`src/pwm_ramp_keyframe_player_unit_assert.svh`:
```
// assertion macros shared by the ramp player rtl
`ifndef PWM_RAMP_KEYFRAME_PLAYER_UNIT_ASSERT_SVH
`define PWM_RAMP_KEYFRAME_PLAYER_UNIT_ASSERT_SVH

`ifndef SYNTHESIS
`define PRK_ASSERT(lbl, prop) \
	lbl: assert property (@(posedge clk) disable iff (!arst_n) prop) \
		else $error("assertion failed");
`define PRK_ASSERT_ALWAYS(lbl, prop) \
	lbl: assert property (@(posedge clk) prop) \
		else $error("assertion failed");
`else
`define PRK_ASSERT(lbl, prop)
`define PRK_ASSERT_ALWAYS(lbl, prop)
`endif

`endif

```
`src/prkp_pkg.sv`:
```
`timescale 1ns / 1ps
package prkp_pkg;

	localparam int MAX_EVENTS = 16;
	localparam int IDX_W = (MAX_EVENTS > 1) ? $clog2(MAX_EVENTS) : 1;
	localparam int CNT_W = $clog2(MAX_EVENTS + 1);

	localparam int TGT_W = 16;
	localparam int STEP_W = 24;
	localparam int FRAC_W = 8;
	localparam int LVL_W = TGT_W + FRAC_W;
	localparam int SUM_W = TGT_W + 2;

	localparam int ADDR_W = 4;
	localparam int DATA_W = 32;

	localparam logic KIND_ADD = 1'b0;
	localparam logic KIND_TICK = 1'b1;

	typedef enum logic [1:0] {
		ST_OK = 2'd0,
		ST_FULL = 2'd1,
		ST_EMPTY = 2'd2
	} status_t;

	typedef enum logic [1:0] {
		REG_MIN = 2'd0,
		REG_OFFSET = 2'd1,
		REG_MAX = 2'd2
	} reg_idx_t;

	typedef struct packed {
		logic [TGT_W-1:0] target;
		logic [STEP_W-1:0] step;
	} event_t;

	typedef struct packed {
		logic kind;
		event_t ev;
	} item_t;

	typedef struct packed {
		logic [TGT_W-1:0] min_level;
		logic [TGT_W-1:0] level_offset;
		logic [TGT_W-1:0] max_level;
	} cfg_t;

	typedef struct packed {
		logic [TGT_W-1:0] pwm_value;
		logic event_done;
	} ramp_res_t;

endpackage

```
`src/pwm_ramp_keyframe_player_unit.sv`:
```
`timescale 1ns / 1ps
`include "pwm_ramp_keyframe_player_unit_assert.svh"
// piecewise linear ramp player: start with kind 0 appends an event (target, step) to a
// 16-entry table, kind 1 runs one playback tick; busy stays low, so an item can be
// issued on every clock, and each item gives exactly one result, shown for one cycle
// with valid high; the receiver cannot stall, so results must be captured on the
// cycle they appear. each item passes through the input register and then the
// result register; the level update, compare and output clamp sit in
// one pass between them. min_level, level_offset and max_level are written over the
// apb port at byte addresses 0, 4 and 8 and must only change while no item is in
// flight. the output is the integer part of the 16.8 level plus min_level plus
// level_offset, saturated to max_level; status reports a rejected add (table full) or
// a tick with an empty table
module pwm_ramp_keyframe_player_unit (
	input logic clk,
	input logic arst_n,
	// command side
	input logic start,
	output logic busy,
	input logic kind,
	input logic [prkp_pkg::TGT_W-1:0] target,
	input logic [prkp_pkg::STEP_W-1:0] step,
	// result side
	output logic valid,
	output logic [prkp_pkg::TGT_W-1:0] pwm_value,
	output logic event_done,
	output logic [1:0] status,
	// register port
	input logic psel,
	input logic penable,
	input logic pwrite,
	input logic [prkp_pkg::ADDR_W-1:0] paddr,
	input logic [prkp_pkg::DATA_W-1:0] pwdata,
	output logic [prkp_pkg::DATA_W-1:0] prdata,
	output logic pready
);

	// config registers
	prkp_pkg::cfg_t cfg_q;
	logic cfg_wr;
	prkp_pkg::reg_idx_t reg_idx;

	// input stage
	logic valid_s1;
	prkp_pkg::item_t item_s1;

	// result register
	logic valid_q;
	logic [prkp_pkg::TGT_W-1:0] pwm_q;
	logic done_q;
	prkp_pkg::status_t status_q;

	// datapath between the stages
	logic [prkp_pkg::CNT_W-1:0] count;
	logic [prkp_pkg::IDX_W-1:0] play_idx;
	prkp_pkg::event_t cur_event;
	prkp_pkg::ramp_res_t ramp_res;
	logic is_add;
	logic is_tick;
	logic full;
	logic empty;
	logic add_en;
	logic tick_en;

	// every beat is taken, one per cycle
	assign busy = 1'b0;
	assign pready = 1'b1;

	assign reg_idx = prkp_pkg::reg_idx_t'(paddr[prkp_pkg::ADDR_W-1:2]);
	assign cfg_wr = psel && penable && pwrite && pready;

	always_ff @(posedge clk or negedge arst_n) begin
		if (!arst_n) begin
			cfg_q.min_level <= '0;
			cfg_q.level_offset <= '0;
			cfg_q.max_level <= '1;
		end else if (cfg_wr) begin
			unique case (reg_idx)
				prkp_pkg::REG_MIN: cfg_q.min_level <= pwdata[prkp_pkg::TGT_W-1:0];
				prkp_pkg::REG_OFFSET: cfg_q.level_offset <= pwdata[prkp_pkg::TGT_W-1:0];
				prkp_pkg::REG_MAX: cfg_q.max_level <= pwdata[prkp_pkg::TGT_W-1:0];
				default: ;
			endcase
		end
	end

	always_comb begin
		prdata = '0;
		unique case (reg_idx)
			prkp_pkg::REG_MIN: prdata[prkp_pkg::TGT_W-1:0] = cfg_q.min_level;
			prkp_pkg::REG_OFFSET: prdata[prkp_pkg::TGT_W-1:0] = cfg_q.level_offset;
			prkp_pkg::REG_MAX: prdata[prkp_pkg::TGT_W-1:0] = cfg_q.max_level;
			default: prdata = '0;
		endcase
	end

	// capture the command beat
	always_ff @(posedge clk or negedge arst_n) begin
		if (!arst_n) begin
			valid_s1 <= 1'b0;
		end else begin
			valid_s1 <= start && !busy;
		end
	end

	always_ff @(posedge clk) begin
		if (start && !busy) begin
			item_s1.kind <= kind;
			item_s1.ev.target <= target;
			item_s1.ev.step <= step;
		end
	end

	assign is_add = valid_s1 && (item_s1.kind == prkp_pkg::KIND_ADD);
	assign is_tick = valid_s1 && (item_s1.kind == prkp_pkg::KIND_TICK);
	assign full = count >= prkp_pkg::CNT_W'(prkp_pkg::MAX_EVENTS);
	assign empty = count == '0;
	assign add_en = is_add && !full;
	assign tick_en = is_tick && !empty;

	prkp_table u_table (
		.clk(clk),
		.arst_n(arst_n),
		.wr_en(add_en),
		.wr_event(item_s1.ev),
		.rd_idx(play_idx),
		.rd_event(cur_event),
		.count(count)
	);

	prkp_ramp u_ramp (
		.clk(clk),
		.arst_n(arst_n),
		.tick_en(tick_en),
		.ev(cur_event),
		.count(count),
		.cfg(cfg_q),
		.play_idx(play_idx),
		.res(ramp_res)
	);

	// result register, adds and rejected ticks report zero level
	always_ff @(posedge clk or negedge arst_n) begin
		if (!arst_n) begin
			valid_q <= 1'b0;
		end else begin
			valid_q <= valid_s1;
		end
	end

	always_ff @(posedge clk) begin
		if (valid_s1) begin
			pwm_q <= tick_en ? ramp_res.pwm_value : '0;
			done_q <= tick_en && ramp_res.event_done;
			if (is_add && full) begin
				status_q <= prkp_pkg::ST_FULL;
			end else if (is_tick && empty) begin
				status_q <= prkp_pkg::ST_EMPTY;
			end else begin
				status_q <= prkp_pkg::ST_OK;
			end
		end
	end

	assign valid = valid_q;
	assign pwm_value = pwm_q;
	assign event_done = done_q;
	assign status = status_q;

	`PRK_ASSERT(a_result_follows_item, valid_s1 |=> valid_q)
	`PRK_ASSERT(a_done_is_ok, valid_q && done_q |-> status_q == prkp_pkg::ST_OK)
	`PRK_ASSERT_ALWAYS(a_count_bounded, count <= prkp_pkg::CNT_W'(prkp_pkg::MAX_EVENTS))

endmodule

```
`src/prkp_table.sv`:
```
`timescale 1ns / 1ps
module prkp_table (
	input logic clk,
	input logic arst_n,
	input logic wr_en,
	input prkp_pkg::event_t wr_event,
	input logic [prkp_pkg::IDX_W-1:0] rd_idx,
	output prkp_pkg::event_t rd_event,
	output logic [prkp_pkg::CNT_W-1:0] count
);

	prkp_pkg::event_t events_q [prkp_pkg::MAX_EVENTS];
	logic [prkp_pkg::CNT_W-1:0] count_q;

	// entries carry no reset, only those below the count are read
	always_ff @(posedge clk) begin
		if (wr_en) begin
			events_q[count_q[prkp_pkg::IDX_W-1:0]] <= wr_event;
		end
	end

	always_ff @(posedge clk or negedge arst_n) begin
		if (!arst_n) begin
			count_q <= '0;
		end else if (wr_en) begin
			count_q <= count_q + 1'b1;
		end
	end

	assign rd_event = events_q[rd_idx];
	assign count = count_q;

endmodule

```
`src/prkp_ramp.sv`:
```
`timescale 1ns / 1ps
`include "pwm_ramp_keyframe_player_unit_assert.svh"
module prkp_ramp (
	input logic clk,
	input logic arst_n,
	input logic tick_en,
	input prkp_pkg::event_t ev,
	input logic [prkp_pkg::CNT_W-1:0] count,
	input prkp_pkg::cfg_t cfg,
	output logic [prkp_pkg::IDX_W-1:0] play_idx,
	output prkp_pkg::ramp_res_t res
);

	logic [prkp_pkg::LVL_W-1:0] level_q;
	logic [prkp_pkg::IDX_W-1:0] play_q;
	logic [prkp_pkg::LVL_W-1:0] goal;
	logic [prkp_pkg::LVL_W-1:0] span;
	logic [prkp_pkg::LVL_W-1:0] level_new;
	logic [prkp_pkg::CNT_W-1:0] idx_next;
	logic [prkp_pkg::SUM_W-1:0] sum;
	logic above;
	logic snap;
	logic reached;
	logic wrap;

	// stale index folds back to the first event
	assign play_idx = ({{(prkp_pkg::CNT_W-prkp_pkg::IDX_W){1'b0}}, play_q} >= count)
		? '0 : play_q;

	assign goal = {ev.target, {prkp_pkg::FRAC_W{1'b0}}};
	assign above = level_q > goal;
	assign span = above ? (level_q - goal) : (goal - level_q);
	assign snap = (ev.step == '0) || (span <= ev.step);

	always_comb begin
		if (snap) begin
			level_new = goal;
		end else if (above) begin
			level_new = level_q - ev.step;
		end else begin
			level_new = level_q + ev.step;
		end
	end

	assign reached = level_new == goal;
	assign idx_next = {{(prkp_pkg::CNT_W-prkp_pkg::IDX_W){1'b0}}, play_idx} + 1'b1;
	assign wrap = idx_next >= count;

	// integer part plus both offsets, no wrap, then clamp
	assign sum = {2'b00, level_new[prkp_pkg::LVL_W-1:prkp_pkg::FRAC_W]}
		+ {2'b00, cfg.min_level} + {2'b00, cfg.level_offset};
	assign res.pwm_value = (sum < {2'b00, cfg.max_level})
		? sum[prkp_pkg::TGT_W-1:0] : cfg.max_level;
	assign res.event_done = reached;

	always_ff @(posedge clk or negedge arst_n) begin
		if (!arst_n) begin
			level_q <= '0;
			play_q <= '0;
		end else if (tick_en) begin
			if (reached && wrap) begin
				level_q <= '0;
				play_q <= '0;
			end else if (reached) begin
				level_q <= level_new;
				play_q <= idx_next[prkp_pkg::IDX_W-1:0];
			end else begin
				level_q <= level_new;
				play_q <= play_idx;
			end
		end
	end

	`PRK_ASSERT(a_wrap_clears_level, tick_en && reached && wrap |=> level_q == '0 && play_q == '0)
	`PRK_ASSERT(a_idle_holds, !tick_en |=> $stable(level_q) && $stable(play_q))
	`PRK_ASSERT(a_index_in_table, count != '0 |-> play_idx < count)

endmodule

```
`config.mk`:
```
export PLATFORM = sky130hd
export DESIGN_NAME = pwm_ramp_keyframe_player_unit
export DESIGN_NICKNAME = d
export VERILOG_FILES = /design/src/prkp_pkg.sv /design/src/pwm_ramp_keyframe_player_unit.sv /design/src/prkp_table.sv /design/src/prkp_ramp.sv
export VERILOG_INCLUDE_DIRS = /design/src /design/src/src
export SDC_FILE = /design/constraint.sdc
export NUM_CORES = 1
export LEC_CHECK = 0
export ABC_AREA = 0
export BUFFER_PORTS_ARGS = -buffer_cell sky130_fd_sc_hd__buf_2
export CAP_MARGIN = 5
export CORE_MARGIN = 1
export CORE_UTILIZATION = 35
export CTS_CLUSTER_DIAMETER = 150
export DETAILED_ROUTE_END_ITERATION = 16
export PLACE_DENSITY = 0.53
export SLEW_MARGIN = 10
export SYNTH_ARGS = -nofsm -noshare
export SYNTH_HDL_FRONTEND = slang
export SYNTH_SLANG_ARGS = --single-unit
```
`constraint.sdc`:
```
create_clock -name clk -period 39.5 [get_ports clk]
set_input_delay 3.95 -clock clk [delete_from_list [all_inputs] [get_ports clk]]
set_output_delay 3.95 -clock clk [all_outputs]
set_load 0.01 [all_outputs]
```
==> report_table.html <==
<table>
<tr><th>Metric</th><th>Value</th></tr>
<tr><th colspan="2">Finish</th></tr>
<tr><td>Post-synthesis to final-layout area growth</td><td>12.7%</td></tr>
<tr><td>Total area of multi-input combinational cells</td><td>0.0130 mm^2</td></tr>
<tr><td>Fraction of layout cells with a size suffix above 1</td><td>14.9%</td></tr>
<tr><td>FF+latch area</td><td>0.0231 mm^2</td></tr>
<tr><td>Nets</td><td>3,134</td></tr>
<tr><td>Share of the core filled with cells in the final layout</td><td>39.8%</td></tr>
<tr><td>Count of placed standard cells in the final layout, fillers left out</td><td>4,357</td></tr>
<tr><td>Number of antenna cells inserted</td><td>0</td></tr>
<tr><td>Filler cells</td><td>9,839</td></tr>
<tr><th colspan="2">Synth</th></tr>
<tr><td>Cell types with the highest counts after synthesis</td><td>edfxtp_1 (700), nand2_1 (228), o21ai_0 (161)</td></tr>
<tr><td>Most frequent cell after synthesis</td><td>edfxtp_1</td></tr>
<tr><td>Share of synthesized flip-flops with an asynchronous set or reset</td><td>10.6%</td></tr>
<tr><td>Register bit count reported by yosys</td><td>783</td></tr>
<tr><td>Share of synthesized area occupied by flip-flops and latches</td><td>62.3%</td></tr>
<tr><td>Top post-synthesis cells by area</td><td>edfxtp_1 (57%), ha_1 (5.0%), dfrtp_1 (4.5%)</td></tr>
<tr><td>Warning count from the yosys run</td><td>0</td></tr>
<tr><td>Count of flip-flops with a built-in enable after synthesis</td><td>700</td></tr>
<tr><td>Area share of the largest cell type after synthesis</td><td>56.7%</td></tr>
<tr><td>Area leader, netlist</td><td>edfxtp_1</td></tr>
<tr><td>Count of unique library cells instantiated by Yosys</td><td>89</td></tr>
<tr><td>Netlist Area Pre-Place</td><td>0.0371 mm^2</td></tr>
<tr><td>Most instantiated flip-flop cell in the synthesis netlist</td><td>edfxtp_1</td></tr>
<tr><td>Synthesized area per cell</td><td>13.3 um^2</td></tr>
<tr><td>Synthesized instance count</td><td>2,792</td></tr>
<tr><th colspan="2">CTS</th></tr>
<tr><td>Clock tree buffer depth</td><td>3</td></tr>
<tr><td>Hold-fix buffers, CTS</td><td>0</td></tr>
<tr><td>Skew-Pair Late Insertion Delay</td><td>670 ps</td></tr>
<tr><td>Clock root buffer</td><td>clkbuf_16</td></tr>
<tr><td>Clock-pin slew on the worst setup and hold paths</td><td>60 ps</td></tr>
<tr><td>Number of buffers inserted during clock tree synthesis</td><td>87</td></tr>
<tr><td>Setup Fix Bufs, Post-CTS</td><td>0</td></tr>
<tr><td>Number of gates given a new drive strength after cts</td><td>0</td></tr>
<tr><td>H-tree levels</td><td>3</td></tr>
<tr><td>CTS tree</td><td>yes</td></tr>
<tr><td>Clk sink count</td><td>783</td></tr>
<tr><th colspan="2">Floorplanning</th></tr>
<tr><td>Area of the core</td><td>0.105 mm^2</td></tr>
<tr><td>Initial Util</td><td>35.3%</td></tr>
<tr><td>DIE AREA</td><td>0.107 mm^2</td></tr>
<tr><td># IOs</td><td>137</td></tr>
<tr><td>Standard-cell rows</td><td>119</td></tr>
<tr><td>Die height</td><td>328 um</td></tr>
<tr><td>Die width</td><td>328 um</td></tr>
<tr><th colspan="2">Setup path</th></tr>
<tr><td>Crit path max fanout</td><td>48</td></tr>
<tr><td>Worst path slowest cell</td><td>a2111oi_4</td></tr>
<tr><td>Delay contributed by the slowest stage of the critical path</td><td>910 ps</td></tr>
<tr><td>Crit path launch type</td><td>register</td></tr>
<tr><td>Required time worst endpoint</td><td>39,870 ps</td></tr>
<tr><td>Worst EP arrival</td><td>17,550 ps</td></tr>
<tr><td>Critical setup path kind</td><td>register to register</td></tr>
<tr><td>Critical path capture point type</td><td>register</td></tr>
<tr><td>Most common cell type on the critical path</td><td>a21o_1</td></tr>
<tr><th colspan="2">Timing</th></tr>
<tr><td>Worst clock skew</td><td>28.1 ps</td></tr>
<tr><td>Number of endpoints with negative hold slack in the final report</td><td>0</td></tr>
<tr><td>Slew at the pin closest to its max-slew limit</td><td>1190 ps</td></tr>
<tr><td>Share of the clock period used by the worst path</td><td>43.5%</td></tr>
<tr><td>Number of failing setup endpoints in the final timing report</td><td>0</td></tr>
<tr><td>Worst hold slack</td><td>539 ps</td></tr>
<tr><td>Highest Clock Rate</td><td>58.2 MHz</td></tr>
<tr><td>Min Tclk post-route</td><td>17,180 ps</td></tr>
<tr><td>Final number of max-transition violations</td><td>0</td></tr>
<tr><td>Fin Setup TNS</td><td>0 ps</td></tr>
<tr><td>Setup repair after global routing missed its margin</td><td>no</td></tr>
<tr><td>Worst relative slew slack</td><td>19.9%</td></tr>
<tr><th colspan="2">Placement</th></tr>
<tr><td>Routability cong.</td><td>0.897</td></tr>
<tr><td>IO Port Bufs</td><td>100</td></tr>
<tr><td>Half-perimeter wire length of the detailed placement result</td><td>65,400 um</td></tr>
<tr><td>Cell total after placement</td><td>4,202</td></tr>
<tr><th colspan="2">Outcome</th></tr>
<tr><td>Result of the run</td><td>complete, no violations</td></tr>
<tr><th colspan="2">GRT</th></tr>
<tr><td>Overall fraction of global-route tracks in use</td><td>19.6%</td></tr>
<tr><td>GRT overflow</td><td>0</td></tr>
<tr><td>Antenna violations before repair</td><td>1</td></tr>
<tr><td>Pin count of the biggest net entering global routing</td><td>53</td></tr>
<tr><td>Wire length of the first global-routing pass</td><td>157,000 um</td></tr>
<tr><td>Vias in the first global route</td><td>24,400</td></tr>
<tr><th colspan="2">Detailed routing</th></tr>
<tr><td>Avg Vias per Cell</td><td>5.56</td></tr>
<tr><td>Mean routed wirelength per cell</td><td>24.5 um</td></tr>
<tr><td>Post-DRT Antenna Nets</td><td>0</td></tr>
<tr><td>Post-detailed-route DRC marker count</td><td>0</td></tr>
<tr><td>Via Count</td><td>24,200</td></tr>
<tr><td>Router iterations before antenna repair</td><td>8</td></tr>
<tr><td>DRC violation total after the first TritonRoute iteration</td><td>2,016</td></tr>
<tr><td>Detailed-route wire length</td><td>107,000 um</td></tr>
<tr><th colspan="2">Worst hold path</th></tr>
<tr><td>Type of the worst min-delay path</td><td>register to register</td></tr>
<tr><th colspan="2">Run</th></tr>
<tr><td>Maxcap violations</td><td>0</td></tr>
</table>
## sequential cells by signal (all words and copies together), names as in the netlist
name / flops
valid_s1: 1
pwm_value: 16
u_ramp.play_q: 4
cfg_q: 48
u_table.count: 5
status: 2
item_s1: 41
u_ramp.level_q: 24
event_done: 1
valid: 1
u_table.events_q: 640
## cells in the final DEF, fill, tap and decap left out, types with 16 or more instances in the layout
master,n
clkbuf_16,87
nor3_1,46
a31oi_1,31
conb_1,18
o21ai_0,160
nand2b_1,21
a21o_1,42
dfrtp_1,65
edfxtp_1,700
mux4_2,46
a22o_1,24
xnor2_1,68
xor2_1,39
nor2_1,149
nand4_1,21
ha_1,147
a211oi_1,26
buf_4,60
o32ai_1,25
a21oi_1,120
mux2_2,49
buf_2,99
o22ai_1,21
clkinv_1,26
mux2i_1,110
nand2_1,228
dfstp_2,16
nand3_1,103
inv_1,98
## metrics by stage
step / area, um^2 / worst slack (ps)
3_5_place_dp: 39200 / 22550
2_1_floorplan: 37100 / 26840
4_1_cts: 41800 / 22480
3_3_place_gp: 39200 / 22620
6_report: 41800 / 22320
5_1_grt: 41800 / 21190
## kinds of logic after synthesis
group                    Yosys count  share of synthesized area (%)
AO/OA/AOI/OAI                    619                           11.2
XOR/XNOR                         108                           2.57
adder cells (fa/ha/maj)          151                           5.17
buffers and inverters            255                           3.13
flip-flops                       783                           62.3
multiplexers                     205                           7.25
other                              2                         0.0202
AND/OR/NAND/NOR                  669                           8.33
## final cells by class
type | count | area share [%]
sequential | 783 | 55.3
multi-input combinational | 1770 | 31.1
clock inverter | 55 | 0.934
inverter | 99 | 0.889
clock buffer | 100 | 5.32
tap | 1391 | 4.16
timing repair buffer | 159 | 2.26
## per-layer routing
layer  share of wire (%)  track usage, %
met5                   0               0
met4                 2.6            5.83
met3                 5.4            2.80
met2                  48            33.3
met1                  43            26.0
## worst max-delay path: cells and delay by family, from the launching register on
kind / cells / cell delay, ps
buf+inv: 6 / 2080
compound gates: 33 / 8980
simple gates: 9 / 1530
xor+xnor: 3 / 630
flops: 1 / 780
mux: 2 / 790
fa+ha+maj: 6 / 2040
## path summary, 6_finish.rpt
check	start	endpoint	slack, ps	cells past startpoint
max	u_ramp.play_q[0]	pwm_value[0]	22320	59
min	cfg_q[15]	cfg_q[15]	540	2
max reg2reg	u_ramp.play_q[0]	pwm_value[0]	22320	59
min reg2reg	cfg_q[15]	cfg_q[15]	540	2
max in group asynchronous	arst_n	u_ramp.level_q[0]	35110	2
min in group asynchronous	arst_n	cfg_q[23]	3260	1
Power is not shown: default switching activity piles up to over one toggle a cycle in this logic, so the estimate is an artifact.
